===== config.mk =====
export PLATFORM = sky130hd
export DESIGN_NAME = rqcb_back_flat
export DESIGN_NICKNAME = d
export VERILOG_FILES = /design/src/rtl/rqcb_pkg.sv /design/src/rtl/rqcb_stream_if.sv /design/src/rtl/rqcb_back.sv /design/src/flat_wrapper.sv
export SDC_FILE = /design/constraint.sdc
export NUM_CORES = 1
export LEC_CHECK = 0
export ABC_AREA = 1
export BUFFER_PORTS_ARGS = -buffer_cell sky130_fd_sc_hd__buf_2
export CORE_AREA = 2 2 88 90
export DETAILED_ROUTE_END_ITERATION = 8
export DIE_AREA = 0 0 90 92
export PLACE_DENSITY = 0.46
export SLEW_MARGIN = 10
export SYNTH_ARGS = -nofsm -noshare
export SYNTH_HDL_FRONTEND = slang
export SYNTH_SLANG_ARGS = --single-unit
export TNS_END_PERCENT = 20

===== constraint.sdc =====
create_clock -name clk -period 1.2 [get_ports clk]
set_clock_uncertainty 0.2 [all_clocks]
set_input_delay 0.18 -clock clk [delete_from_list [all_inputs] [get_ports clk]]
set_output_delay 0.18 -clock clk [all_outputs]
set_load 0.01 [all_outputs]

===== src/rtl/rqcb_pkg.sv =====
// shared types and constants of the rotated quad command builder
package rqcb_pkg;

  localparam int COORD_W   = 16;
  localparam int GAIN_W    = 12;
  localparam int CFG_AW    = 4;
  localparam int CFG_DW    = 32;
  localparam int CORNERS   = 4;
  localparam int DIV_STEPS = 4;
  localparam int QUEUE_DEPTH = 2;

  localparam int BEAT_W = 4;
  localparam logic [BEAT_W-1:0] BEAT_VTX  = 4'd0;
  localparam logic [BEAT_W-1:0] BEAT_ZERO = 4'd1;
  localparam logic [BEAT_W-1:0] BEAT_XY   = 4'd5;
  localparam logic [BEAT_W-1:0] BEAT_ST   = 4'd9;
  localparam logic [BEAT_W-1:0] BEAT_DRAW = 4'd13;

  localparam logic [31:0] CMD_VTX_LOAD = 32'h0100_4008;
  localparam logic [31:0] CMD_ZERO     = 32'h021C_0000;
  localparam logic [31:0] CMD_XY       = 32'h0218_0000;
  localparam logic [31:0] CMD_ST       = 32'h0214_0000;
  localparam logic [31:0] CMD_DRAW_HI  = 32'h0600_0402;
  localparam logic [31:0] CMD_DRAW_LO  = 32'h0000_0604;

  typedef struct packed {
    logic signed [15:0] rect_left;
    logic signed [15:0] rect_right;
    logic signed [15:0] rect_top;
    logic signed [15:0] rect_bottom;
    logic signed [15:0] tex_s_left;
    logic signed [15:0] tex_s_right;
    logic signed [15:0] tex_t_top;
    logic signed [15:0] tex_t_bottom;
    logic signed [15:0] rot_cos;
    logic signed [15:0] rot_sin;
  } rect_item_t;

  typedef struct packed {
    logic [31:0] cmd_word_high;
    logic [31:0] cmd_word_low;
    logic        last_word;
  } cmd_item_t;

  typedef struct packed {
    logic [GAIN_W-1:0] g4;
    logic [GAIN_W-1:0] g3;
  } gain_t;

  typedef struct packed {
    logic [COORD_W-1:0] s_left;
    logic [COORD_W-1:0] s_right;
    logic [COORD_W-1:0] t_top;
    logic [COORD_W-1:0] t_bottom;
  } tex_t;

  typedef struct packed {
    logic [CORNERS-1:0][2*COORD_W-1:0] xy;
    tex_t                              tex;
  } quad_t;

endpackage


===== src/rtl/rqcb_stream_if.sv =====
// valid/ready stream channel with a typed payload
interface rqcb_stream_if #(parameter type payload_t = logic);
  logic     valid;
  logic     ready;
  payload_t payload;

  modport source(output valid, output payload, input ready);
  modport sink(input valid, input payload, output ready);
endinterface


===== src/rtl/rqcb_back.sv =====
// back end: walks a quad through its fourteen command beats
module rqcb_back (
  input  logic            clk,
  input  logic            rst_n,
  input  logic            head_valid,
  input  rqcb_pkg::quad_t head,
  input  logic [31:0]     vtx_base,
  output logic            pop,
  rqcb_stream_if.source   out_cmd
);
  import rqcb_pkg::*;

  logic [BEAT_W-1:0] cnt_r, cnt_nxt;
  logic              out_v_r;
  cmd_item_t         out_r, beat;
  logic              load;

  assign load    = head_valid && (!out_v_r || out_cmd.ready);
  assign pop     = load && (cnt_r == BEAT_DRAW);
  assign cnt_nxt = (cnt_r == BEAT_DRAW) ? BEAT_VTX : cnt_r + BEAT_W'(1);

  always_comb begin
    logic [1:0] sub;
    sub = '0;
    beat.last_word = (cnt_r == BEAT_DRAW);
    priority if (cnt_r == BEAT_VTX) begin
      beat.cmd_word_high = CMD_VTX_LOAD;
      beat.cmd_word_low  = vtx_base;
    end else if (cnt_r < BEAT_XY) begin
      sub = 2'(cnt_r - BEAT_ZERO);
      beat.cmd_word_high = CMD_ZERO + {29'd0, sub, 1'b0};
      beat.cmd_word_low  = '0;
    end else if (cnt_r < BEAT_ST) begin
      sub = 2'(cnt_r - BEAT_XY);
      beat.cmd_word_high = CMD_XY + {29'd0, sub, 1'b0};
      beat.cmd_word_low  = head.xy[sub];
    end else if (cnt_r < BEAT_DRAW) begin
      sub = 2'(cnt_r - BEAT_ST);
      beat.cmd_word_high = CMD_ST + {29'd0, sub, 1'b0};
      unique case (sub)
        2'd0:    beat.cmd_word_low = {head.tex.s_left,  head.tex.t_top};
        2'd1:    beat.cmd_word_low = {head.tex.s_right, head.tex.t_top};
        2'd2:    beat.cmd_word_low = {head.tex.s_right, head.tex.t_bottom};
        default: beat.cmd_word_low = {head.tex.s_left,  head.tex.t_bottom};
      endcase
    end else begin
      beat.cmd_word_high = CMD_DRAW_HI;
      beat.cmd_word_low  = CMD_DRAW_LO;
    end
  end

  always_ff @(posedge clk) begin
    if (!rst_n) begin
      cnt_r   <= BEAT_VTX;
      out_v_r <= 1'b0;
    end else begin
      if (load) begin
        cnt_r   <= cnt_nxt;
        out_v_r <= 1'b1;
      end else if (out_cmd.ready) begin
        out_v_r <= 1'b0;
      end
    end
  end

  always_ff @(posedge clk) begin
    if (load) out_r <= beat;
  end

  assign out_cmd.valid   = out_v_r;
  assign out_cmd.payload = out_r;

endmodule


===== src/flat_wrapper.sv =====
// flat-port wrapper written by rule: the top's interface ports become plain ports
module rqcb_back_flat import rqcb_pkg::*;
  (clk, rst_n, head_valid, head, vtx_base, pop, out_cmd_valid, out_cmd_payload, out_cmd_ready);
  rqcb_stream_if out_cmd_i ();
  input  logic clk;
  input  logic rst_n;
  input  logic head_valid;
  input  rqcb_pkg::quad_t head;
  input  logic [31:0] vtx_base;
  output logic pop;
  output wire logic [$bits(out_cmd_i.valid)-1:0] out_cmd_valid;
  output wire logic [$bits(out_cmd_i.payload)-1:0] out_cmd_payload;
  input wire logic [$bits(out_cmd_i.ready)-1:0] out_cmd_ready;
  assign out_cmd_valid = out_cmd_i.valid;
  assign out_cmd_payload = out_cmd_i.payload;
  assign out_cmd_i.ready = out_cmd_ready;
  rqcb_back u_core (.clk(clk), .rst_n(rst_n), .head_valid(head_valid), .head(head), .vtx_base(vtx_base), .pop(pop), .out_cmd(out_cmd_i));
endmodule

Word-level counts from Yosys, hierarchy flattened. Cells that the tools add are included. Widths: inputs -> output; s select.

Equality and inequality tests: 1. Reduce and logical (&&, ||, !) cells: 5. $add $sub $neg: 1. Multiplexer cells: 3.

Operators with widths (number): $add 4x1->4 const B (1); $eq 4x4->1 const B (1); $mux 4 (1); $logic_and 1x1->1 (2); $mux 1 (2); $reduce_bool 2->1 (1); $logic_not 1->1 (1); $logic_or 1x1->1 (1).

Input bits: 228. Register bits after elaboration: 6. Word-level logic and storage cells: 13.

Longest topological paths before layout.
Word-level depth: 4. Mapped depth: 6. Depth with buffers taken out: 6.

Least setup slack after synthesis. OpenSTA, ideal clock, no wires.

Path kind: register -> output. Start point: register u_core.out_v_r, in the netlist u_core.out_cmd.valid. End point: output pop. Slack: 0.075 ns. Cell stages (with the launch flop): 4. Data required time: 0.820 ns. Data arrival time: 0.745 ns. Path through: dfxtp_1 a21oi_4 nand2_1 inv_1.

Word-level cells in the longest chain between the ends: 4.

Ends and longest elaborated chain: from (decl) (line rqcb_back.sv:14) `logic out_v_r;`; from (signal assigned) (line rqcb_back.sv:55) `out_v_r <= 1'b0;`; from (signal assigned) (line rqcb_back.sv:59) `out_v_r <= 1'b1;`; from (signal assigned) (line rqcb_back.sv:61) `out_v_r <= 1'b0;`; $logic_not 1->1 (line rqcb_back.sv:18) `assign load = head_valid && (!out_v_r || out_cmd.ready);`; $logic_or 1x1->1 (line rqcb_back.sv:18); $logic_and 1x1->1 (line rqcb_back.sv:18); net u_core.load (line rqcb_back.sv:16) `logic load;`; $logic_and 1x1->1 (line rqcb_back.sv:19) `assign pop = load && (cnt_r == BEAT_DRAW);`; to (decl) (line flat_wrapper.sv:10) `output logic pop;`.

The timed path passes the listed nets, and every way through them passes these cells.

Worst setup path in the final report. Ends and elaborated chain as after synthesis.

==> impl_metrics.py <==
metrics = {
    "outcome": {
        "status": "finished with violations",
        "violations": "negative setup slack",
    },
    "finish": {
        "area_delta_synth_final_pct": 96.9,
        "final_cell_mix": "nand2_1 (8), buf_4 (7), inv_1 (6), buf_2 (6)",
        "layout_commonest_cell": "nand2_1",
        "nets": 285,
        "drive_gt1_share_pct": 50.0,
        "multiInputGateArea_um2": 134,
        "antennaDiodeCount": 0,
        "seq_area_um2": 136,
        "fill_cells": 900,
    },
    "worst_setup_path": {
        "crit_chain": "a21oi_4 > nand2_1 > inv_1 > buf_2",
        "cp_num_buf_inv": 2,
        "worstPathRequired_ns": 0.82,
        "worstPathArrival_ns": 0.99,
        "startpoint_type": "register",
        "cp.depth": 4,
        "critPathTopFamily": "flip-flops",
        "critPathMaxFanout": 3,
        "worst_path_largest_cell_delay_ns": 0.33,
        "worstSetupPathType": "register to output pin",
        "cp-end-kind": "output pin",
        "cpMaxStageDelayCell": "dfxtp_2",
        "rr_worst_depth": 6,
    },
    "timing": {
        "hold_viol": 0,
        "setup_violations": 1,
        "period_needed_ns": 1.37,
        "timing.final.ws_setup_ns": -0.165,
        "tightest_slew_ns": 0.149,
        "drv_slew": 0,
        "setup_tns_ns": -0.165,
        "clock.fmax_ghz": 0.732,
        "grt_setup_unrepaired": "yes",
        "slew_headroom_pct": 90.0,
        "fin_crit_sh_pct": 114,
    },
    "clock_tree": {
        "clockBufferDepth": 2,
        "cts_tree": "yes",
        "clkSlewWorstSetupHoldPaths_ns": 0.04,
        "cts_buffers": 3,
        "h-tree-depth": 1,
        "worstSkewPairLatency_ns": 0.23,
        "clock_sinks": 6,
        "clockRootBuffer": "clkbuf_8",
    },
    "pwr": {
        "powerDensity_nw_per_um2": 1120,
        "vdd_drop_max_v": 0.000191,
        "leakagePower_nw": 0.218,
    },
    "route": {
        "initialDrtViolationCount": 11,
        "ant_nets": 0,
        "route.vias.total": 288,
        "drt-total-wl_um": 851,
        "vias_per_cell": 1.82,
        "wl_per_cell_um": 5.39,
        "drtPass1Iterations": 4,
        "drc": 0,
    },
    "synth": {
        "yosys_warnings": 0,
        "yosysSeqAreaShare_pct": 46.4,
        "syn_area_per_cell_um2": 7.19,
        "synth_fp_nets": 267,
        "synth_area_um2": 280,
        "synth.top_cell.area_share_pct": 35.7,
        "synth_area_leaders": "dfxtp_1 (36%), nand2_1 (15%), edfxtp_1 (11%), inv_1 (9.4%), nor2_1 (8.0%)",
        "synth.largest_area_cell": "dfxtp_1",
        "yosysUniqueCellTypes": 11,
        "ys_ff_latch": 6,
        "syn_inst": 39,
    },
    "global_routing": {
        "grt_pass1_vias": 301,
        "overflow": 0,
        "grt_max_degree": 7,
        "grt_pass1_wl_mm": 1.38,
        "antenna_found_initial": 0,
        "grt_use_total_pct": 2.45,
    },
    "placed_design": {
        "place_congestion": 0.654,
        "portBuffers": 6,
        "dpl_worst_slack_ns": 0.0374,
        "dp_hpwl_um": 635,
    },
    "hold_path": {
        "hp-class": "input pin to register",
        "hold_path_depth": 3,
    },
    "floorplan": {
        "io_pins": 231,
        "die_w_um": 90,
        "die_area_um2": 8280,
        "design.core.area_um2": 7450,
        "start_util_pct": 3.76,
        "die_h_um": 92,
        "num_rows": 32,
    },
    "flow_run": {
        "drv_cap": 0,
    },
}
## flip-flops by register name, indices dropped and copies added (netlist names)
signal                  count
u_core.cnt_r                4
u_core.out_cmd.payload      1
u_core.out_cmd.valid        1
## cell type report
| type | instances | share of cell area, % |
|---|---|---|
| Clock buffer | 4 | 8.16 |
| Inverter | 7 | 4.76 |
| Multi-Input combinational cell | 26 | 24.3 |
| Sequential cell | 6 | 24.7 |
| Tap cell | 102 | 23.1 |
| Timing Repair Buffer | 13 | 15.0 |
## where the power goes
part	leakage, nW	switching (mW)	internal (mW)
Sequential	0.0531	0.00719	0.217
Combinational	0.142	0.0373	0.0365
Clock	0.0228	0.0939	0.229
## logic make-up after synthesis
group                  count (synthesis)  synth area share (%)
AOI/OAI and AO/OA                      4                  12.1
buffers and inverters                  7                  9.38
DFF                                    6                  46.4
and+or+nand+nor                       22                  32.1
## repair_timing
action                                  in CTS  in global routing
endpoints found under the setup margin       1                  5
gates resized for setup                      5                  5
endpoints found under the hold margin        0                  0
pin swaps                                    1                  2
setup buffers                                2                  1
hold buffers                                 0                  0
## tightest hold or removal path: cells and delay by family
family	cells	cell delay (ns)
buf+inv	1	0.14
simple gates	2	0.10
## cells in the mapped netlist (all sizes together)
master / number
a21boi: 1
inv: 7
nand3: 4
nor2: 7
nand2: 11
dfxtp: 5
o21ai: 1
a21oi: 2
edfxtp: 1
## layer usage
metal | GRT usage [%] | routed length (um)
met1 | 2.04 | 357
met2 | 3.32 | 361
met3 | 2.14 | 101
met4 | 2.69 | 31
met5 | 0 | 0
## worst paths after layout
| check | from | end | slack (ns) |
|---|---|---|---|
| max | u_core.out_cmd.valid$_SDFFE_PN0P_ | pop | -0.17 |
| min | rst_n | u_core.cnt_r[0]$_SDFFE_PN0P_ | 0.03 |
| max reg2reg | u_core.cnt_r[1]$_SDFFE_PN0P_ | u_core.cnt_r[3]$_SDFFE_PN0P_ | 0.04 |
| min reg2reg | u_core.cnt_r[3]$_SDFFE_PN0P_ | u_core.cnt_r[3]$_SDFFE_PN0P_ | 0.29 |
## metrics by stage
stage	hold slack, ns	total power, mW	util, %	std cells	cell area (um2)
after floorplan	0.101	0.253	-	39	280
after global placement	0.267	0.283	6.28	151	468
after detailed placement	0.275	0.283	6.28	151	468
after CTS	0.0234	0.628	7.17	157	534
after global routing	0.0663	0.655	7.41	158	552
final	0.0294	0.621	7.41	158	552
Power figures use the tool's default switching activity.
