--- src/rtl/rqcb_pkg.sv ---
// shared types and constants of the rotated quad command builder
package rqcb_pkg;

  localparam int COORD_W   = 16;
  localparam int GAIN_W    = 12;
  localparam int CFG_AW    = 4;
  localparam int CFG_DW    = 32;
  localparam int CORNERS   = 4;
  localparam int DIV_STEPS = 4;
  localparam int QUEUE_DEPTH = 2;

  localparam int BEAT_W = 4;
  localparam logic [BEAT_W-1:0] BEAT_VTX  = 4'd0;
  localparam logic [BEAT_W-1:0] BEAT_ZERO = 4'd1;
  localparam logic [BEAT_W-1:0] BEAT_XY   = 4'd5;
  localparam logic [BEAT_W-1:0] BEAT_ST   = 4'd9;
  localparam logic [BEAT_W-1:0] BEAT_DRAW = 4'd13;

  localparam logic [31:0] CMD_VTX_LOAD = 32'h0100_4008;
  localparam logic [31:0] CMD_ZERO     = 32'h021C_0000;
  localparam logic [31:0] CMD_XY       = 32'h0218_0000;
  localparam logic [31:0] CMD_ST       = 32'h0214_0000;
  localparam logic [31:0] CMD_DRAW_HI  = 32'h0600_0402;
  localparam logic [31:0] CMD_DRAW_LO  = 32'h0000_0604;

  typedef struct packed {
    logic signed [15:0] rect_left;
    logic signed [15:0] rect_right;
    logic signed [15:0] rect_top;
    logic signed [15:0] rect_bottom;
    logic signed [15:0] tex_s_left;
    logic signed [15:0] tex_s_right;
    logic signed [15:0] tex_t_top;
    logic signed [15:0] tex_t_bottom;
    logic signed [15:0] rot_cos;
    logic signed [15:0] rot_sin;
  } rect_item_t;

  typedef struct packed {
    logic [31:0] cmd_word_high;
    logic [31:0] cmd_word_low;
    logic        last_word;
  } cmd_item_t;

  typedef struct packed {
    logic [GAIN_W-1:0] g4;
    logic [GAIN_W-1:0] g3;
  } gain_t;

  typedef struct packed {
    logic [COORD_W-1:0] s_left;
    logic [COORD_W-1:0] s_right;
    logic [COORD_W-1:0] t_top;
    logic [COORD_W-1:0] t_bottom;
  } tex_t;

  typedef struct packed {
    logic [CORNERS-1:0][2*COORD_W-1:0] xy;
    tex_t                              tex;
  } quad_t;

endpackage

--- src/rtl/rqcb_queue.sv ---
// short queue of finished quads between front and back
module rqcb_queue #(
  parameter int DEPTH = 2
) (
  input  logic            clk,
  input  logic            rst_n,
  input  logic            push,
  input  rqcb_pkg::quad_t push_data,
  output logic            push_ready,
  output logic            head_valid,
  output rqcb_pkg::quad_t head,
  input  logic            pop
);
  import rqcb_pkg::*;

  localparam int PTR_W = (DEPTH > 1) ? $clog2(DEPTH) : 1;
  localparam int CNT_W = $clog2(DEPTH + 1);

  quad_t            mem [DEPTH];
  logic [PTR_W-1:0] wr_ptr_r, rd_ptr_r;
  logic [CNT_W-1:0] cnt_r;
  logic             do_push, do_pop;

  function automatic logic [PTR_W-1:0] ptr_inc(input logic [PTR_W-1:0] p);
    return (p == PTR_W'(DEPTH - 1)) ? '0 : p + PTR_W'(1);
  endfunction

  assign push_ready = cnt_r != CNT_W'(DEPTH);
  assign head_valid = cnt_r != '0;
  assign do_push    = push && push_ready;
  assign do_pop     = pop && head_valid;
  assign head       = mem[rd_ptr_r];

  always_ff @(posedge clk) begin
    if (do_push) mem[wr_ptr_r] <= push_data;
  end

  always_ff @(posedge clk) begin
    if (!rst_n) begin
      wr_ptr_r <= '0;
      rd_ptr_r <= '0;
      cnt_r    <= '0;
    end else begin
      if (do_push) wr_ptr_r <= ptr_inc(wr_ptr_r);
      if (do_pop)  rd_ptr_r <= ptr_inc(rd_ptr_r);
      if (do_push && !do_pop)      cnt_r <= cnt_r + CNT_W'(1);
      else if (do_pop && !do_push) cnt_r <= cnt_r - CNT_W'(1);
    end
  end

endmodule

--- config.mk ---
export PLATFORM = sky130hd
export DESIGN_NAME = rqcb_queue
export DESIGN_NICKNAME = d
export VERILOG_FILES = /design/src/rtl/rqcb_pkg.sv /design/src/rtl/rqcb_queue.sv
export SDC_FILE = /design/constraint.sdc
export NUM_CORES = 1
export LEC_CHECK = 0
export BUFFER_PORTS_ARGS = -buffer_cell sky130_fd_sc_hd__buf_4
export CAP_MARGIN = 15
export CORE_ASPECT_RATIO = 0.75
export CORE_MARGIN = 2
export CORE_UTILIZATION = 40
export CTS_CLUSTER_DIAMETER = 150
export DETAILED_ROUTE_END_ITERATION = 16
export PLACE_DENSITY = 0.73
export SYNTH_ARGS = -nofsm -noshare
export SYNTH_HDL_FRONTEND = slang
export SYNTH_SLANG_ARGS = --single-unit
--- constraint.sdc ---
create_clock -name clk -period 8.3 [get_ports clk]
set_clock_uncertainty 0.15 [all_clocks]
set_input_delay 1.66 -clock clk [delete_from_list [all_inputs] [get_ports clk]]
set_output_delay 1.66 -clock clk [all_outputs]
set_load 0.05 [all_outputs]
### Word-level counts from Yosys, hierarchy flattened

Memories as Yosys holds them, arrays and structs flattened. A register that Yosys moved wholly into a read port is not among the register bits.
Index checks and enable logic that the tools add are counted.

* bits in registers: 4
* RAM bits: 384
* input port bits: 196
* output and inout port bits: 194
* logic and storage cells: 25
* memories: 1

Memories
* mem: depth 2, bits a word 192, read ports 1, clocked after Yosys merged registers in 1, write ports 1, RTL line rqcb_queue.sv:19 `quad_t mem [DEPTH];`

* $add $sub $neg: 4
* equal/unequal tests: 1
* muxes and demuxes: 8
* reduce and logical (&&, ||, !) cells: 8

Operators with widths (count)
* two-way mux 1 bit: 6
* logical AND 1 bit: 4
* two-way mux 2 bit: 2
* nonzero test 2 bit: 2
* adder 1 bit, second input constant: 2
* adder 2 x 1 -> 2 bit, second input constant: 1
* logical NOT 1 bit: 2
* != test 2 bit, second input constant: 1
* subtractor 2 x 1 -> 2 bit, second input constant: 1

### Depth between registers and ports, before layout

Gate-level depths: netlist (run 1).

* depth in word-level cells: 6
* gate-level depth with buffers: 6
* mapped depth without buffers: 6

### Worst setup path after synthesis (run 1)

Ideal clock, no wire load.

* kind: input -> register
* from: input push
* to: memory mem[1][0] in the netlist's numbering, enable pin
* data arrival time: 6.099 ns
* data required time: 7.573 ns
* slack: 1.474 ns
* stages: 1
* path buffers: 0
* cells stage by stage: and3_1

* word-level cells in the longest chain between the ends: 3

Ends and longest elaborated chain
* from (decl): RTL line rqcb_queue.sv:7 `input logic push,`
* logical AND 1 bit: RTL line rqcb_queue.sv:30 `assign do_push = push && push_ready;`
* two-way mux 1 bit: RTL line rqcb_queue.sv:35 `if (do_push) mem[wr_ptr_r] <= push_data;`
* two-way mux 1 bit (implied by the code): RTL line rqcb_queue.sv:35
* to (decl): RTL line rqcb_queue.sv:19

No other way between the ends.

==> results.toml, run 1 <==
[floorplan]
rows = 59
die_y_um = 167
core_um2 = 34800
initial_core_util_pct = 40.6
dieArea_um2 = 36800
io_pins = 390
die_w_um = 221

[critical_path]
slowest_stage = "buf_12"
r2r_setup_slack_ns = 5.35
worstPathArrival_ns = 2.42
r2r_end = "mem[0][21]"
cp-endpoint = "head[28]"
endpoint_kind = "output pin"
path_delay_family = "buffers and inverters"
worstRegToRegCells = 4
path_buf_inv = 2
max_stage_delay_ns = 0.65
worstSetupPathType = "register to output pin"
critPathRequiredTime_ns = 6.49
crit_path_max_fanout = 192
critPathLaunchType = "register"
reg2reg_from = "cnt_r[0]"
path_cells = "buf_12 -> mux2_2 -> buf_4"
path_depth = 3

[placed_design]
gp_congestion = 0.757
io_buffers = 389
place_ws_ns = 4.10
dp.cells = 1450
place_area_um2 = 17500
dp_hpwl_mm = 19.6

[sta]
fmax_mhz = 236
max_slew_margin_pct = 20.7
setup_tns_ns = 0
worstMarginPinSlew_ns = 1.19
min_period_over_period_pct = 51.0
final_hold_viol_count = 0
final-setup-viol-count = 0
grt_setup_unrepaired = "no"
setup_slack_ns = 4.07
period_needed_ns = 4.23
slew_viol_final = 0

[global_route]
antenna_found_initial = 0
grt_pass1_wl_mm = 45.8
first_global_vias = 7788
grt_max_degree = 193
grt-ovfl-total = 0
track_usage_pct = 16.1

[clock_tree]
ctsResizeCount = 0
post_cts_buffers = 0
clkSinkCount = 389
clk_latency_ns = 0.52
clk_pin_slew_ns = 0.06
cts_max_level = 2
cts_buffers = 39
clock_path_buffers = 3
cts_hold_buf = 0
root_buffer = "clkbuf_16"
cts_tree = "yes"

[yosys]
synthFlopType = "edfxtp_1"
synth_cells = 621
synth_nets = 818
synth-seq-cells = 389
synth_edf_count = 384
ys_warn_count = 0
synth.distinct_cells = 21
yosysTopAreaCellShare_pct = 81.6
syn_area_um2 = 14100
yosysSeqAreaShare_pct = 82.3
synthTopCellsByArea = "edfxtp_1 (82%), mux2_2 (15%), buf_6 (0.72%)"
synth_top_cell_by_area = "edfxtp_1"
ys_async_sr_fraction_pct = 0
syn_area_per_cell_um2 = 22.7

[layout]
drive_above_1_share_pct = 60.8
n_antenna_cell = 0
mostFrequentLayoutCell = "buf_4"
final_nets = 1231
fin_area_um2 = 18700
area_growth_pct = 32.6
mostFrequentLayoutCells = "buf_4 (392), edfxtp_1 (384), mux2_2 (192), clkbuf_16 (41), clkinv_1 (10)"
fin_cells = 1519

[routing]
wire_per_inst_um = 20.0
dr.pass1.iters = 5
vias = 7284
wl_met2_mm = 14.5
wl_met3_mm = 3.15
top_layer = "met4"
wl_met1_mm = 12.1
drc = 0
drt_iter0_markers = 456
vias_per_cell = 4.80
finalWirelength_mm = 30.3
ant_nets = 0

[power]
max-vdd-ir-drop_mv = 0.275
p_leak_uw = 0.00688
powerDensity_nw_per_um2 = 353

[run_status]
outcome = "finished clean"

[worst_hold_path]
hp-class = "register to register"

[run]
cap_violations = 0
## worst min path at each step
stage | from | end | slack [ns] | depth (start not counted)
4_1_cts | cnt_r[1] | cnt_r[1] | 0.40 | 2
6_report | cnt_r[1] | cnt_r[1] | 0.41 | 2
3_5_place_dp | cnt_r[1] | cnt_r[1] | 0.39 | 2
2_1_floorplan | cnt_r[1] | cnt_r[1] | 0.36 | 2
3_3_place_gp | cnt_r[1] | cnt_r[1] | 0.38 | 2
5_1_grt | cnt_r[1] | cnt_r[1] | 0.44 | 2
## synth_stat cells (2+ instances only)
library cell and instances:
edfxtp_1 384, xnor2_1 2, mux2_2 192, dfxtp_1 5, and2_1 4, buf_4 11, buf_6 9
## flip-flops by register name, summed over array words and instances (netlist names), named ones only
| register | flops |
|---|---|
| wr_ptr_r | 1 |
| rd_ptr_r | 1 |
| cnt_r | 2 |
| mem | 384 |
## worst reg2reg max path, cell delays in order, from the launching register on
cell      delay (ns)
dfxtp_1         0.42
nand2b_4        0.19
nand3b_1        0.20
inv_8           0.58
buf_4           0.92
## per-stage QoR
| step | hold WS [ns] | util (%) | total power [uW] |
|---|---|---|---|
| 2_1_floorplan | 0.362 | - | 4320 |
| 3_3_place_gp | 0.382 | 50.3 | 4940 |
| 3_5_place_dp | 0.391 | 50.3 | 4960 |
| 4_1_cts | 0.399 | 53.9 | 6690 |
| 5_1_grt | 0.443 | 53.9 | 6850 |
| 6_report | 0.409 | 53.9 | 6610 |
## layer usage
layer  up-vias  global-route usage (%)
met5         -                       0
met3        43                    6.77
li1       3310                       -
met1      3627                    20.1
met4         0                    4.14
met2       304                    25.9
## logic make-up (layout without fill, tap and decap cells)
group / Yosys count / count (layout) / synth area share, %
AO/OA/AOI/OAI: 5 / 5 / 0.248
multiplexers: 192 / 192 / 15.3
adder cells (fa/ha/maj): 1 / 1 / 0.0886
AND/OR/NAND/NOR: 9 / 9 / 0.461
XOR/XNOR: 3 / 3 / 0.186
flip-flops: 389 / 389 / 82.3
buffers and inverters: 22 / 463 / 1.36
## power by group
group	switching (uW)	internal [uW]	total [uW]
Clock	713	993	1710
Sequential	53.7	2460	2510
Combinational	1620	770	2390
Total	2390	4220	6610
## area by class of cell
type / count / area (um2)
fill: 2739 / 16000
sequential: 389 / 11600
timing repair buffer: 393 / 2960
multi-input combinational: 210 / 2310
clock buffer: 45 / 1040
tap: 457 / 572
clock inverter: 24 / 200
inverter: 1 / 11.3
No activity file was read; power rests on OpenSTA's default activity.
==> run 2, diff against run 1 <==
Clock period 8.3 ns to 4.2 ns, I/O delays scaled along.
==> run 2 against run 1 <==
Effect of this change: hold slack got worse by 0.059 ns; core utilization decreased by 0.068 points; via count decreased by 1.2%; non-clock buffer count increased by 2; critical endpoint is now head[6]; critical path type unchanged.
==> results.toml, run 2 (synthesis results as in run 1) <==
[run_status]
outcome = "finished clean"

[critical_path]
worstSetupPathType = "register to output pin"
cp-endpoint = "head[6]"
max_stage_delay_ns = 0.62
slowest_stage = "dfxtp_4"
crit_path_max_fanout = 86
reg2reg_from = "cnt_r[0]"
path_buf_inv = 2
path_cells = "buf_12 -> mux2_2 -> buf_4"
critPathRequiredTime_ns = 3.21
endpoint_kind = "output pin"
r2r_end = "mem[0][100]"
worstPathArrival_ns = 2.30
path_delay_family = "flip-flops"
path_depth = 3
critPathLaunchType = "register"
worstRegToRegCells = 4
r2r_setup_slack_ns = 2.12

[placed_design]
dp_hpwl_mm = 18.6
gp_congestion = 0.770
place_ws_ns = 1.46
dp.cells = 1452
place_area_um2 = 17500
io_buffers = 389

[sta]
setup_slack_ns = 0.912
fmax_mhz = 304
final-setup-viol-count = 0
min_period_over_period_pct = 78.3
worstMarginPinSlew_ns = 0.885
setup_tns_ns = 0
slew_viol_final = 0
grt_setup_unrepaired = "no"
final_hold_viol_count = 0
max_slew_margin_pct = 41.0
period_needed_ns = 3.29

[floorplan]
io_pins = 390
rows = 59
die_y_um = 167
initial_core_util_pct = 40.6
core_um2 = 34800
die_w_um = 221
dieArea_um2 = 36800

[power]
p_leak_uw = 0.00687
max-vdd-ir-drop_mv = 0.524
powerDensity_nw_per_um2 = 688

[clock_tree]
cts_hold_buf = 0
clk_latency_ns = 0.52
clk_pin_slew_ns = 0.06
root_buffer = "clkbuf_16"
cts_tree = "yes"
ctsResizeCount = 0
cts_max_level = 2
post_cts_buffers = 0
clock_path_buffers = 3
clkSinkCount = 389
cts_buffers = 38

[routing]
drc = 0
drt_iter0_markers = 468
vias_per_cell = 4.75
ant_nets = 0
vias = 7197
wire_per_inst_um = 18.7
finalWirelength_mm = 28.4
dr.pass1.iters = 4

[layout]
largest_reg_flops = 384
top_register = "mem"
mostFrequentLayoutCells = "buf_4 (391), edfxtp_1 (384), mux2_2 (192), clkbuf_16 (39), clkinv_1 (10)"
final_nets = 1232
multiInputGateArea_um2 = 2310
postLayoutCoreUtil_pct = 53.8
fin_cells = 1516
top_regs = "mem x384, cnt_r x2"
drive_above_1_share_pct = 60.7
seq_area_um2 = 11600
fillerInstances = 2734
mostFrequentLayoutCell = "buf_4"
area_growth_pct = 32.4
fin_area_um2 = 18700
n_antenna_cell = 0

[worst_hold_path]
hp-class = "input port to register"

[run]
cap_violations = 0

[global_route]
grt_pass1_wl_mm = 42.9
grt-ovfl-total = 0
track_usage_pct = 15.0
grt_max_degree = 149
first_global_vias = 7477
antenna_found_initial = 0
## run 2: layout make-up
cell class / instances / area share [%]
multi-input combinational: 210 / 12.3
tap: 457 / 3.06
clock buffer: 43 / 5.30
inverter: 1 / 0.0401
timing repair buffer: 395 / 16.1
clock inverter: 21 / 0.950
sequential: 389 / 62.2
## run 2: worst min path at each step
stage                   startpoint          end  slack (ns)  cells past startpoint
floorplan                 cnt_r[1]     cnt_r[1]        0.36                      2
global placement          cnt_r[1]     cnt_r[1]        0.38                      2
detailed placement        cnt_r[1]     cnt_r[1]        0.43                      2
CTS                  push_data[45]   mem[1][45]        0.31                      1
global route        push_data[179]  mem[1][179]        0.31                      1
finish              push_data[188]  mem[1][188]        0.35                      1
## run 2: stage by stage
step	hold slack [ns]	total power, uW
6_report	0.350	12900
3_5_place_dp	0.426	9790
4_1_cts	0.311	13000
3_3_place_gp	0.381	9740
2_1_floorplan	0.362	8490
5_1_grt	0.309	13400
## run 2: per-layer routing
layer  wire (um)  GRT usage (%)  vias to the layer above
li1            -              -                     3306
met1       11100           18.0                     3568
met2       13800           24.9                      266
met3        2750           6.09                       57
met4         720           4.90                        0
met5           0              0                        -
## run 2: power by group
group          internal, uW  switching (uW)  total (uW)  leakage (uW)
clock network          1870            1340        3220      0.000572
registers              4850             145        5000       0.00363
logic                  1530            3130        4660       0.00267
