`src/rtl/rqcb_pkg.sv`:
```
// shared types and constants of the rotated quad command builder
package rqcb_pkg;

  localparam int COORD_W   = 16;
  localparam int GAIN_W    = 12;
  localparam int CFG_AW    = 4;
  localparam int CFG_DW    = 32;
  localparam int CORNERS   = 4;
  localparam int DIV_STEPS = 4;
  localparam int QUEUE_DEPTH = 2;

  localparam int BEAT_W = 4;
  localparam logic [BEAT_W-1:0] BEAT_VTX  = 4'd0;
  localparam logic [BEAT_W-1:0] BEAT_ZERO = 4'd1;
  localparam logic [BEAT_W-1:0] BEAT_XY   = 4'd5;
  localparam logic [BEAT_W-1:0] BEAT_ST   = 4'd9;
  localparam logic [BEAT_W-1:0] BEAT_DRAW = 4'd13;

  localparam logic [31:0] CMD_VTX_LOAD = 32'h0100_4008;
  localparam logic [31:0] CMD_ZERO     = 32'h021C_0000;
  localparam logic [31:0] CMD_XY       = 32'h0218_0000;
  localparam logic [31:0] CMD_ST       = 32'h0214_0000;
  localparam logic [31:0] CMD_DRAW_HI  = 32'h0600_0402;
  localparam logic [31:0] CMD_DRAW_LO  = 32'h0000_0604;

  typedef struct packed {
    logic signed [15:0] rect_left;
    logic signed [15:0] rect_right;
    logic signed [15:0] rect_top;
    logic signed [15:0] rect_bottom;
    logic signed [15:0] tex_s_left;
    logic signed [15:0] tex_s_right;
    logic signed [15:0] tex_t_top;
    logic signed [15:0] tex_t_bottom;
    logic signed [15:0] rot_cos;
    logic signed [15:0] rot_sin;
  } rect_item_t;

  typedef struct packed {
    logic [31:0] cmd_word_high;
    logic [31:0] cmd_word_low;
    logic        last_word;
  } cmd_item_t;

  typedef struct packed {
    logic [GAIN_W-1:0] g4;
    logic [GAIN_W-1:0] g3;
  } gain_t;

  typedef struct packed {
    logic [COORD_W-1:0] s_left;
    logic [COORD_W-1:0] s_right;
    logic [COORD_W-1:0] t_top;
    logic [COORD_W-1:0] t_bottom;
  } tex_t;

  typedef struct packed {
    logic [CORNERS-1:0][2*COORD_W-1:0] xy;
    tex_t                              tex;
  } quad_t;

endpackage

```
`src/rtl/rqcb_cfg.sv`:
```
// configuration registers, register read port and aspect gain selection
module rqcb_cfg (
  input  logic                       clk,
  input  logic                       rst_n,
  input  logic                       psel,
  input  logic                       penable,
  input  logic                       pwrite,
  input  logic [rqcb_pkg::CFG_AW-1:0] paddr,
  input  logic [rqcb_pkg::CFG_DW-1:0] pwdata,
  output logic [rqcb_pkg::CFG_DW-1:0] prdata,
  output rqcb_pkg::gain_t            gains,
  output logic [31:0]                vtx_base
);
  import rqcb_pkg::*;

  localparam logic [1:0] REG_WIDTH  = 2'd0;
  localparam logic [1:0] REG_HEIGHT = 2'd1;
  localparam logic [1:0] REG_SKEW   = 2'd2;
  localparam logic [1:0] REG_BASE   = 2'd3;

  logic [9:0]  width_r;
  logic [9:0]  height_r;
  logic [15:0] skew_r;
  logic [31:0] base_r;
  gain_t       gains_r, gains_nxt;

  logic [1:0]        idx;
  logic              wr;
  logic [GAIN_W-1:0] w3, h4, adiff;
  logic [27:0]       lhs, rhs;
  logic              corr;

  assign idx = paddr[CFG_AW-1:2];
  assign wr  = psel && penable && pwrite;

  always_ff @(posedge clk) begin
    if (!rst_n) begin
      width_r  <= 10'd320;
      height_r <= 10'd240;
      skew_r   <= 16'd655;
      base_r   <= 32'd0;
      gains_r  <= '{g4: GAIN_W'(1), g3: GAIN_W'(1)};
    end else begin
      gains_r <= gains_nxt;
      if (wr) begin
        unique case (idx)
          REG_WIDTH:  width_r  <= pwdata[9:0];
          REG_HEIGHT: height_r <= pwdata[9:0];
          REG_SKEW:   skew_r   <= pwdata[15:0];
          REG_BASE:   base_r   <= pwdata[31:0];
          default:    base_r   <= base_r;
        endcase
      end
    end
  end

  always_comb begin
    unique case (idx)
      REG_WIDTH:  prdata = CFG_DW'(width_r);
      REG_HEIGHT: prdata = CFG_DW'(height_r);
      REG_SKEW:   prdata = CFG_DW'(skew_r);
      REG_BASE:   prdata = CFG_DW'(base_r);
      default:    prdata = '0;
    endcase
  end

  // skew test |4h - 3w| * 2^16 > threshold * 3w
  assign w3    = GAIN_W'({2'b00, width_r}) + GAIN_W'({1'b0, width_r, 1'b0});
  assign h4    = {height_r, 2'b00};
  assign adiff = (h4 >= w3) ? (h4 - w3) : (w3 - h4);
  assign lhs   = {adiff, 16'h0000};
  assign rhs   = skew_r * w3;
  assign corr  = (width_r != 10'd0) && (height_r != 10'd0) && (lhs > rhs);

  always_comb begin
    gains_nxt.g4 = corr ? h4 : GAIN_W'(1);
    gains_nxt.g3 = corr ? w3 : GAIN_W'(1);
  end

  assign gains    = gains_r;
  assign vtx_base = base_r;

endmodule

```
`config.mk`:
```
export PLATFORM = sky130hd
export DESIGN_NAME = rqcb_cfg
export DESIGN_NICKNAME = d
export VERILOG_FILES = /design/src/rtl/rqcb_pkg.sv /design/src/rtl/rqcb_cfg.sv
export SDC_FILE = /design/constraint.sdc
export NUM_CORES = 1
export LEC_CHECK = 0
export ABC_AREA = 1
export BUFFER_PORTS_ARGS = -buffer_cell sky130_fd_sc_hd__buf_2
export CAP_MARGIN = 20
export CORE_MARGIN = 4
export CORE_UTILIZATION = 65
export CTS_CLUSTER_SIZE = 12
export DETAILED_ROUTE_END_ITERATION = 8
export GPL_ROUTABILITY_DRIVEN = 0
export PLACE_DENSITY = 0.87
export SLEW_MARGIN = 20
export SYNTH_ARGS = -nofsm -noshare
export SYNTH_HDL_FRONTEND = slang
export SYNTH_SLANG_ARGS = --single-unit
export TNS_END_PERCENT = 5
```
`constraint.sdc`:
```
create_clock -name clk -period 13.66 [get_ports clk]
set_input_delay 1.366 -clock clk [delete_from_list [all_inputs] [get_ports clk]]
set_output_delay 1.366 -clock clk [all_outputs]
set_load 0.005 [all_outputs]
```
# After elaboration in Yosys (flattened, before gate mapping)
# Cells that the tools add are included.
dict set report word_totals {
  regBits 92
  in_bits 41
  output_inout_bits 88
  elab_cells 31
}
dict set report op_classes {
  n_addsub 3
  mul 1
  magnitude_cmp 2
  n_eq_ne 3
  n_mux 3
  n_reduce_logical 12
}
# operator count
set op_table {}
lappend op_table {{case mux 32 bit (4 select lines)} 1}
lappend op_table {{> comparator 28 bit} 1}
lappend op_table {{multiplier 16 x 12 -> 28 bit} 1}
lappend op_table {{subtractor 12 bit} 2}
lappend op_table {{nonzero test 10 bit} 2}
lappend op_table {{adder 10 x 11 -> 12 bit} 1}
lappend op_table {{>= comparator 12 bit} 1}
lappend op_table {{2-to-1 mux 12 bit} 1}
lappend op_table {{AND reduction 2 bit} 5}
lappend op_table {{equality test 2 bit (second input constant)} 2}
lappend op_table {{logical AND 1 bit} 4}
lappend op_table {{equality test 2 x 1 -> 1 bit (second input constant)} 1}
lappend op_table {{zero test 2 bit} 1}
lappend op_table {{2-to-1 mux 1 bit} 1}

# Longest topological paths before layout
# Gate-level depths: netlist of run 1.
dict set report depth {
  depth_word 6
  depth_mapped 44
  mapped_depth_nobuf 43
}

# Worst setup path before layout of run 1
# Ideal clock, no wire load.
dict set report synth_timing {
  kind {flip-flop to flip-flop}
  startpoint {register width_r[1]}
  endpoint {register gains_r, in the netlist gains[16]}
  arrival_ns 7.003
  required_ns 13.544
  path_slack_ns 6.541
  path_stages_with_launch 40
  path_buffers 2
  cell_sequence {dfxtp_1 -> ha_1 -> fa_1 -> nand2_1 -> inv_1 -> o21ai_1 -> nand2_1 -> nand4_1 -> o211ai_2 -> a21o_1 -> buf_2 -> nand2_1 -> inv_1 -> fa_1 -> fa_1 -> fa_1 -> fa_1 -> inv_1 -> [4 not listed] -> inv_1 -> a21oi_1 -> nand3_1 -> a21oi_1 -> o21ai_0 -> nand2_1 -> nand2_1 -> ha_1 -> nand4_1 -> nor2_1 -> nand2_1 -> nor2_1 -> nand3_1 -> nor2_1 -> nand3_2 -> nand2_4 -> buf_6 -> nor2_1}
}
dict set report synth_via {
  elab_chain_cells 6
}
# item line_no
set synth_lines {}
lappend synth_lines {{from (decl)} rqcb_cfg.sv:21} ;# logic [9:0] width_r;
lappend synth_lines {{from (signal assigned)} rqcb_cfg.sv:47} ;# REG_WIDTH: width_r <= pwdata[9:0];
lappend synth_lines {{branches (longest 4 deep; another with multiplier 16 x 12 -> 28 bit)} -}
lappend synth_lines {{logical AND 1 bit (*)} rqcb_cfg.sv:73} ;# assign corr = (width_r != 10'd0) && (height_r != 10'd0) && (lhs > rhs);
lappend synth_lines {{AND reduction 2 bit (no line) (*)} -}
lappend synth_lines {{to (signal assigned)} rqcb_cfg.sv:42} ;# gains_r <= '{g4: GAIN_W'(1), g3: GAIN_W'(1)};
lappend synth_lines {{to (signal assigned)} rqcb_cfg.sv:44} ;# gains_r <= gains_nxt;
lappend synth_lines {{to (decl)} rqcb_cfg.sv:25} ;# gain_t gains_r, gains_nxt;
# Every way passes the cells marked *.
# A chain may end at the register's enable or synchronous reset.

# Worst setup path after layout of run 1
dict set report layout_timing {
  startpoint {register width_r[0]}
  endpoint {register gains_r, in the netlist gains[10]}
}
dict set report layout_via {
  elab_chain_cells 6
}
# item line_no
set layout_lines {}
lappend layout_lines {{adder 10 x 11 -> 12 bit (*)} rqcb_cfg.sv:68} ;# assign w3 = GAIN_W'({2'b00, width_r}) + GAIN_W'({1'b0, width_r, 1'b0});
lappend layout_lines {{via w3[6]} rqcb_cfg.sv:29} ;# logic [GAIN_W-1:0] w3, h4, adiff;
lappend layout_lines {{branches (longest 2 deep; another with multiplier 16 x 12 -> 28 bit)} -}
lappend layout_lines {{> comparator 28 bit (*)} rqcb_cfg.sv:73}
lappend layout_lines {{logical AND 1 bit (*)} rqcb_cfg.sv:73}
lappend layout_lines {{AND reduction 2 bit (no line) (*)} -}
# Mark *: on every way through the listed nets, which the timed path passes.

==> load_flow_metrics.sql, run 1 <==
INSERT INTO impl_metrics (metric_group, metric, value, unit) VALUES
('detailed_routing', 'met2_length', '15.1', 'mm'),
('timing', 'report.final.slew_viol_count', '0', ''),
('cts', 'clkLatencyLatePin', '0.35', 'ns'),
('critical_path', 'slowest_delay', '0.88', 'ns'),
('critical_path', 'setup.worst_path.end_class', 'flip-flop', ''),
('floorplanning', 'core_area', '17400', 'um2'),
('critical_path', 'critical_path.reg2reg.startpoint', 'width_r[0]', ''),
('finish', 'multi_input_comb_area', '8140', 'um2'),
('cts', 'cts-htree-levels', '3', ''),
('global_routing', 'gr-usage-all-layers', '32.8', '%'),
('critical_path', 'critical_path.startpoint', 'width_r[0]', ''),
('detailed_routing', 'wl_met1', '11.5', 'mm'),
('power_and_ir_drop', 'power.share.sequential', '19.7', '%'),
('finish', 'layout.filler_cells', '1333', ''),
('detailed_routing', 'routed_wirelength', '31.7', 'mm'),
('power_and_ir_drop', 'power.static_leakage', '6.78', 'nW'),
('yosys', 'post_synth_instance_area', '11500', 'um2'),
('floorplanning', 'boundaryPins', '129', ''),
('finish', 'flow.area_growth_from_synthesis', '8.31', '%'),
('yosys', 'synth_async_sr_flop_share', '0', '%'),
('detailed_routing', 'drtPass1Iterations', '9', ''),
('power_and_ir_drop', 'finalPower', '1.50', 'mW'),
('yosys', 'synth_seq_area_share', '15.8', '%'),
('timing', 'grt_setup_unrepaired', 'no', ''),
('yosys', 'synth_edf_count', '0', ''),
('worst_hold_path', 'hold_path.class', 'reg -> reg', ''),
('global_routing', 'grt_start_max_net_pins', '70', ''),
('power_and_ir_drop', 'power.clock.fraction', '16.5', '%'),
('timing', 'worst_slew_pin_slew', '1.06', 'ns'),
('detailed_routing', 'antenna_left', '0', ''),
('floorplanning', 'die_area', '19900', 'um2'),
('detailed_routing', 'avgViaCountPerCell', '5.74', ''),
('floorplanning', 'starting_density', '66.3', '%'),
('status', 'run_status', 'completed', ''),
('timing', 'final.hold.worst_slack', '0.468', 'ns'),
('yosys', 'syn-instance-count', '1588', ''),
('yosys', 'synth.largest_area_cell', 'sky130_fd_sc_hd__fa_1', ''),
('critical_path', 'critical_path.startpoint_type', 'flip-flop', ''),
('global_routing', 'global_route.overflow_total', '0', ''),
('critical_path', 'cp_data_required_time', '13.87', 'ns'),
('floorplanning', 'chipWidth', '141', 'um'),
('yosys', 'synth.top_cells.by_area', 'sky130_fd_sc_hd__fa_1, sky130_fd_sc_hd__dfxtp_1, sky130_fd_sc_hd__ha_1', ''),
('detailed_routing', 'routed_wire_length_per_instance', '16.7', 'um'),
('global_routing', 'number_of_antenna_violations_at_the_first_check_in_global_routing', '0', ''),
('power_and_ir_drop', 'worst_ir_drop_vdd', '96.9', 'uV'),
('critical_path', 'crit_path_top_delay_cell', 'sky130_fd_sc_hd__dfxtp_1', ''),
('timing', 'final_hold_viol_count', '0', ''),
('cts', 'number_of_resized_instances_in_the_post_cts_repair_step', '0', ''),
('cts', 'clock_tree_from_tritoncts', 'built', ''),
('cts', 'postCtsHoldBufs', '0', ''),
('cts', 'postCtsSetupRepairBufs', '0', ''),
('yosys', 'synth_fp_nets', '1884', ''),
('yosys', 'yosys_most_used_dff', 'sky130_fd_sc_hd__dfxtp_1', ''),
('finish', 'layout-drive-gt1-share', '10.1', '%'),
('detailed_routing', 'met3RoutedLength', '3.44', 'mm'),
('timing', 'final_worst_path_period_share', '66.9', '%'),
('critical_path', 'crit_fanout', '22', ''),
('timing', 'clock_skew', '0.00429', 'ns'),
('global_routing', 'global_route_wire_length_before_repair', '52.6', 'mm'),
('finish', 'finish.net_count', '1962', ''),
('timing', 'achievable-frequency', '109', 'MHz'),
('finish', 'antenna-diode-count', '0', ''),
('critical_path', 'crit_top_cell', 'sky130_fd_sc_hd__nand2_1', ''),
('yosys', 'ys_ff_latch', '91', ''),
('finish', 'area_occupied_by_registers', '1820', 'um2'),
('timing', 'maxSlewHeadroom', '29.2', '%'),
('cts', 'cts_made_buffers', '9', ''),
('power_and_ir_drop', 'power.internal', '749', 'uW'),
('timing', 'layout_min_cycle_time', '9.14', 'ns'),
('yosys', 'ys_warn_count', '0', ''),
('yosys', 'synth_top_cell_area_share', '24.7', '%');
-- Yosys cell counts, types with 3 or more instances --
library cell                  n
sky130_fd_sc_hd__a221oi_1     5
sky130_fd_sc_hd__nand3_1     37
sky130_fd_sc_hd__ha_1       113
sky130_fd_sc_hd__o2111ai_1    5
sky130_fd_sc_hd__o211ai_1    14
sky130_fd_sc_hd__a31oi_1      3
sky130_fd_sc_hd__xor2_1      13
sky130_fd_sc_hd__nor3_1       8
sky130_fd_sc_hd__nor2_2       7
sky130_fd_sc_hd__nor2_1     164
sky130_fd_sc_hd__xnor2_1     14
sky130_fd_sc_hd__inv_1      338
sky130_fd_sc_hd__nand4_1      9
sky130_fd_sc_hd__dfxtp_1     91
sky130_fd_sc_hd__a21oi_1     90
sky130_fd_sc_hd__buf_4        3
sky130_fd_sc_hd__nand3_2      4
sky130_fd_sc_hd__o21ai_0     97
sky130_fd_sc_hd__a21o_1       7
sky130_fd_sc_hd__nand2_1    337
sky130_fd_sc_hd__buf_2       14
sky130_fd_sc_hd__buf_1        7
sky130_fd_sc_hd__or2_2        3
sky130_fd_sc_hd__clkbuf_1    34
sky130_fd_sc_hd__fa_1       142
-- worst paths after layout --
| kind | endpoint | slack, ns |
|---|---|---|
| worst min register to register | vtx_base[30] | 0.47 |
| worst max-delay path | gains[10] | 4.52 |
| worst max register to register | gains[10] | 4.52 |
| worst min-delay path | vtx_base[30] | 0.47 |
-- flip-flops by register name, indices dropped and copies added (netlist names) --
name / cells
height_r: 10
vtx_base: 32
skew_r: 16
width_r: 10
gains: 23
-- power groups by stage --
stage | Combinational, mW | Clock, mW | Sequential [mW]
after floorplan | 0.714 | 0 | 0.300
after global placement | 0.906 | 0 | 0.301
after detailed placement | 0.932 | 0 | 0.301
after CTS | 0.941 | 0.247 | 0.295
after global routing | 1.09 | 0.260 | 0.297
final | 0.955 | 0.247 | 0.295
-- per-layer routing --
layer | vias up | track usage, %
li1 | 4991 | -
met1 | 5099 | 39.8
met2 | 648 | 54.4
met3 | 146 | 8.45
met5 | - | 0
met4 | 0 | 16.0
-- stage by stage --
| stage | instance area, um2 | worst slack [ns] | instances | util [%] |
|---|---|---|---|---|
| after floorplan | 11500 | 6.54 | 1588 | - |
| after global placement | 12200 | 5.08 | 1879 | 70.1 |
| after detailed placement | 12200 | 4.79 | 1879 | 70.1 |
| after CTS | 12500 | 4.79 | 1895 | 71.8 |
| after global routing | 12500 | 3.93 | 1896 | 71.8 |
| final | 12500 | 4.52 | 1896 | 71.8 |
-- cell families (layout without fill, tap and decap cells) --
group	after synthesis	in the layout	synth area share, %
simple gates	577	577	20.2
buf+inv	402	485	13.5
fa+ha+maj	255	255	37.0
compound gates	234	234	11.3
flops	91	91	15.8
xor+xnor	28	28	2.20
other cells	1	1	0.0326
-- layout make-up --
class | instances | area share (%)
multi-input cells | 1095 | 65.3
flip-flops and latches | 91 | 14.6
inverters | 341 | 10.3
repair buffers | 128 | 5.23
well taps | 225 | 2.26
clock buffers | 9 | 1.81
clock inverters | 7 | 0.562
-- worst max-delay path, delay by kind of cell (launching register included) --
kind | cells | cell delay (ns)
AO/OA/AOI/OAI | 4 | 0.74
adder cells (fa/ha/maj) | 8 | 3.52
buffers and inverters | 4 | 0.76
flip-flops | 1 | 0.88
AND/OR/NAND/NOR | 21 | 3.06
-- layout by cell type (no fill, tap or decap), types with 14 or more instances in the layout --
| master | instances |
|---|---|
| sky130_fd_sc_hd__nand2_1 | 337 |
| sky130_fd_sc_hd__xnor2_1 | 14 |
| sky130_fd_sc_hd__o211ai_1 | 14 |
| sky130_fd_sc_hd__nor2_1 | 163 |
| sky130_fd_sc_hd__nand3_1 | 37 |
| sky130_fd_sc_hd__o21ai_0 | 97 |
| sky130_fd_sc_hd__buf_2 | 125 |
| sky130_fd_sc_hd__dfxtp_1 | 91 |
| sky130_fd_sc_hd__inv_1 | 338 |
| sky130_fd_sc_hd__fa_1 | 142 |
| sky130_fd_sc_hd__ha_1 | 113 |
| sky130_fd_sc_hd__a21oi_1 | 90 |
No activity file was read; power rests on OpenSTA's default activity.
==> run 2, diff against run 1 <==
--- a/config.mk
+++ b/config.mk
@@ -9,11 +9,11 @@
 export BUFFER_PORTS_ARGS = -buffer_cell sky130_fd_sc_hd__buf_2
 export CAP_MARGIN = 20
 export CORE_MARGIN = 4
-export CORE_UTILIZATION = 65
+export CORE_UTILIZATION = 61
 export CTS_CLUSTER_SIZE = 12
 export DETAILED_ROUTE_END_ITERATION = 8
 export GPL_ROUTABILITY_DRIVEN = 0
-export PLACE_DENSITY = 0.87
+export PLACE_DENSITY = 0.83
 export SLEW_MARGIN = 20
 export SYNTH_ARGS = -nofsm -noshare
 export SYNTH_HDL_FRONTEND = slang
==> constraint.sdc (replaced) <==
create_clock -name clk -period 8.9 [get_ports clk]
set_input_delay 0.89 -clock clk [delete_from_list [all_inputs] [get_ports clk]]
set_output_delay 0.89 -clock clk [all_outputs]
set_load 0.005 [all_outputs]
==> run 2 against run 1 <==
- the flow now finishes with violations (DRC)
- total power increased by 54%
- critical endpoint is now gains[4]
- sequential power rose by 53%
- final cell count increased by 0.63%
==> load_flow_metrics.sql, run 2 (synthesis results as in run 1) <==
INSERT INTO impl_metrics (metric_group, metric, value, unit) VALUES
('detailed_routing', 'detailroute.via_count', '10800', ''),
('place', 'pre_cts_ws', '0.798', 'ns'),
('timing', 'worst_slew_pin_slew', '1.06', 'ns'),
('floorplanning', 'chipWidth', '145', 'um'),
('finish', 'final_standard_cell_area_without_fillers', '12500', 'um2'),
('job', 'cap_violations', '0', ''),
('power_and_ir_drop', 'power.static_leakage', '6.83', 'nW'),
('floorplanning', 'starting_density', '63.0', '%'),
('critical_path', 'crit_path_top_delay_cell', 'sky130_fd_sc_hd__fa_1', ''),
('power_and_ir_drop', 'power.clock.fraction', '16.3', '%'),
('timing', 'report.final.slew_viol_count', '0', ''),
('global_routing', 'groute.layer.met1.usage', '38.6', '%'),
('place', 'post-place-cells', '1892', ''),
('critical_path', 'worst_path_dominant_cell_family', 'adder cells', ''),
('cts', 'postCtsSetupRepairBufs', '0', ''),
('floorplanning', 'rows', '49', ''),
('finish', 'antenna-diode-count', '0', ''),
('critical_path', 'cp_data_required_time', '9.12', 'ns'),
('power_and_ir_drop', 'comb_power_share', '64.1', '%'),
('finish', 'layout-drive-gt1-share', '10.5', '%'),
('critical_path', 'crit_fanout', '22', ''),
('cts', 'cts_made_buffers', '9', ''),
('cts', 'postCtsHoldBufs', '0', ''),
('place', 'placed_area', '12200', 'um2'),
('cts', 'buffer_levels_on_the_longest_clock_path', '2', ''),
('cts', 'clkLatencyLatePin', '0.35', 'ns'),
('finish', 'flow.area_growth_from_synthesis', '8.80', '%'),
('critical_path', 'data_arrival_time_of_the_critical_path', '8.52', 'ns'),
('status', 'run_status', 'complete, but fails checks', ''),
('timing', 'worst_case_setup_margin_in_the_final_layout', '0.596', 'ns'),
('worst_hold_path', 'hold_path.class', 'reg -> reg', ''),
('finish', 'most_used_cells_in_the_layout_excluding_fill_and_tap_cells', 'sky130_fd_sc_hd__inv_1, sky130_fd_sc_hd__nand2_1, sky130_fd_sc_hd__nor2_1, sky130_fd_sc_hd__fa_1, sky130_fd_sc_hd__buf_2', ''),
('floorplanning', 'boundaryPins', '129', ''),
('critical_path', 'r2r.worst_path.cells', '37', ''),
('global_routing', 'number_of_antenna_violations_at_the_first_check_in_global_routing', '0', ''),
('finish', 'finish.net_count', '1970', ''),
('finish', 'count_of_non_filler_cells_in_the_finished_layout', '1908', ''),
('place', 'hpwl_dp', '25.0', 'mm'),
('critical_path', 'worst-setup-path-type', 'reg -> reg', ''),
('critical_path', 'critical_path.startpoint', 'width_r[1]', ''),
('global_routing', 'global_route_wire_length_before_repair', '51.5', 'mm'),
('floorplanning', 'die_area', '21100', 'um2'),
('timing', 'finalSetupViolations', '0', ''),
('detailed_routing', 'routed_wirelength', '31.0', 'mm'),
('timing', 'grt_setup_unrepaired', 'no', ''),
('timing', 'maxSlewHeadroom', '29.1', '%'),
('global_routing', 'grt_start_max_net_pins', '70', ''),
('floorplanning', 'y_dimension_of_the_die', '145', 'um'),
('global_routing', 'global_route.usage.met2', '50.4', '%'),
('timing', 'achievable-frequency', '120', 'MHz'),
('critical_path', 'critical_path.reg2reg.startpoint', 'width_r[1]', ''),
('critical_path', 'critical_path.startpoint_type', 'flip-flop', ''),
('global_routing', 'top_usage_layer', 'met2', ''),
('cts', 'cts-htree-levels', '3', ''),
('detailed_routing', 'drc', '7', ''),
('timing', 'clock_skew', '0.0125', 'ns'),
('cts', 'number_of_resized_instances_in_the_post_cts_repair_step', '0', ''),
('global_routing', 'global_route.overflow_total', '0', ''),
('cts', 'clk_pin_slew', '0.08', 'ns'),
('detailed_routing', 'drt-initial-drc-count', '1077', ''),
('floorplanning', 'core_area', '18300', 'um2'),
('power_and_ir_drop', 'sw_frac_of_total', '50.1', '%'),
('cts', 'clk_root_buffer_cell', 'sky130_fd_sc_hd__clkbuf_16', ''),
('critical_path', 'setup.worst_path.end_class', 'flip-flop', ''),
('finish', 'max_ffs_per_register', '32', ''),
('critical_path', 'worst-path-stages', '37', ''),
('detailed_routing', 'drtPass1Iterations', '9', ''),
('critical_path', 'slowest_delay', '0.55', 'ns'),
('worst_hold_path', 'hold_path_start', 'vtx_base[18]', ''),
('critical_path', 'path_buf_inv', '5', ''),
('detailed_routing', 'avgViaCountPerCell', '5.65', ''),
('power_and_ir_drop', 'finalPower', '2.31', 'mW'),
('power_and_ir_drop', 'worst_ir_drop_vdd', '152', 'uV'),
('power_and_ir_drop', 'power.density_cell_area', '184', 'nW/um2'),
('power_and_ir_drop', 'power.internal', '1.15', 'mW'),
('timing', 'final_hold_viol_count', '0', ''),
('place', 'number_of_input_and_output_port_buffers_inserted', '125', ''),
('power_and_ir_drop', 'power.share.sequential', '19.6', '%'),
('global_routing', 'first_global_vias', '10600', ''),
('timing', 'fin_tns_setup', '0', 'ns'),
('global_routing', 'gr-usage-met3', '4.52', '%'),
('finish', 'most_common_library_cell_in_the_layout_ignoring_fill_and_taps', 'sky130_fd_sc_hd__inv_1', ''),
('cts', 'clkSinkCount', '91', ''),
('detailed_routing', 'antenna_left', '0', ''),
('detailed_routing', 'routed_wire_length_per_instance', '16.3', 'um'),
('global_routing', 'gr-usage-all-layers', '29.5', '%'),
('cts', 'clock_tree_from_tritoncts', 'built', ''),
('timing', 'final_worst_path_period_share', '93.3', '%'),
('timing', 'layout_min_cycle_time', '8.30', 'ns'),
('worst_hold_path', 'hold_depth', '2', ''),
('status', 'violations', 'DRC', ''),
('power_and_ir_drop', 'netSwitchingPower', '1.15', 'mW');
-- run 2: cell types whose count changed in the layout (fill, tap and decap cells not counted) --
cell                         delta
sky130_fd_sc_hd__buf_4          +9
sky130_fd_sc_hd__buf_6          -1
sky130_fd_sc_hd__clkinv_2       +1
sky130_fd_sc_hd__clkinvlp_4     -1
sky130_fd_sc_hd__nor2_1         +1
sky130_fd_sc_hd__nor2_2         -1
-- run 2: power by group through the flow --
stage               logic (mW)  registers (mW)  clock network [mW]
finish                    1.48           0.452               0.376
global route              1.68           0.456               0.395
CTS                       1.46           0.452               0.376
detailed placement        1.44           0.461                   0
global placement          1.40           0.460                   0
floorplan                 1.10           0.460                   0
-- run 2: worst paths after layout --
path | endpoint | slack, ns
setup / recovery | gains[4] | 0.60
hold / removal | vtx_base[18] | 0.46
setup reg to reg | gains[4] | 0.60
hold reg to reg | vtx_base[18] | 0.46
-- run 2: worst min-delay path: cells and delay by family (launching register included) --
kind            cells  cell delay (ns)
flops               1             0.31
buf+inv             1             0.06
compound gates      1             0.05
-- run 2: cell type report --
type,instances,area (um2)
sequential,91,1820
clock inverter,7,67.6
timing repair buffer,136,708
clock buffer,9,225
inverter,341,1280
fill,1556,5740
tap,229,287
multi-input combinational,1095,8140
-- run 2: stage by stage --
step / utilization, % / hold WS (ns)
floorplan: - / 0.461
global placement: 67.0 / 0.452
detailed placement: 67.0 / 0.456
CTS: 68.6 / 0.467
global route: 68.6 / 0.481
finish: 68.6 / 0.464
-- run 2: metal layers --
metal | part of all wire [%] | wire [um]
met4 | 3.5 | 1090
met5 | 0 | 0
met3 | 9.1 | 2830
met1 | 40 | 12300
met2 | 48 | 14700
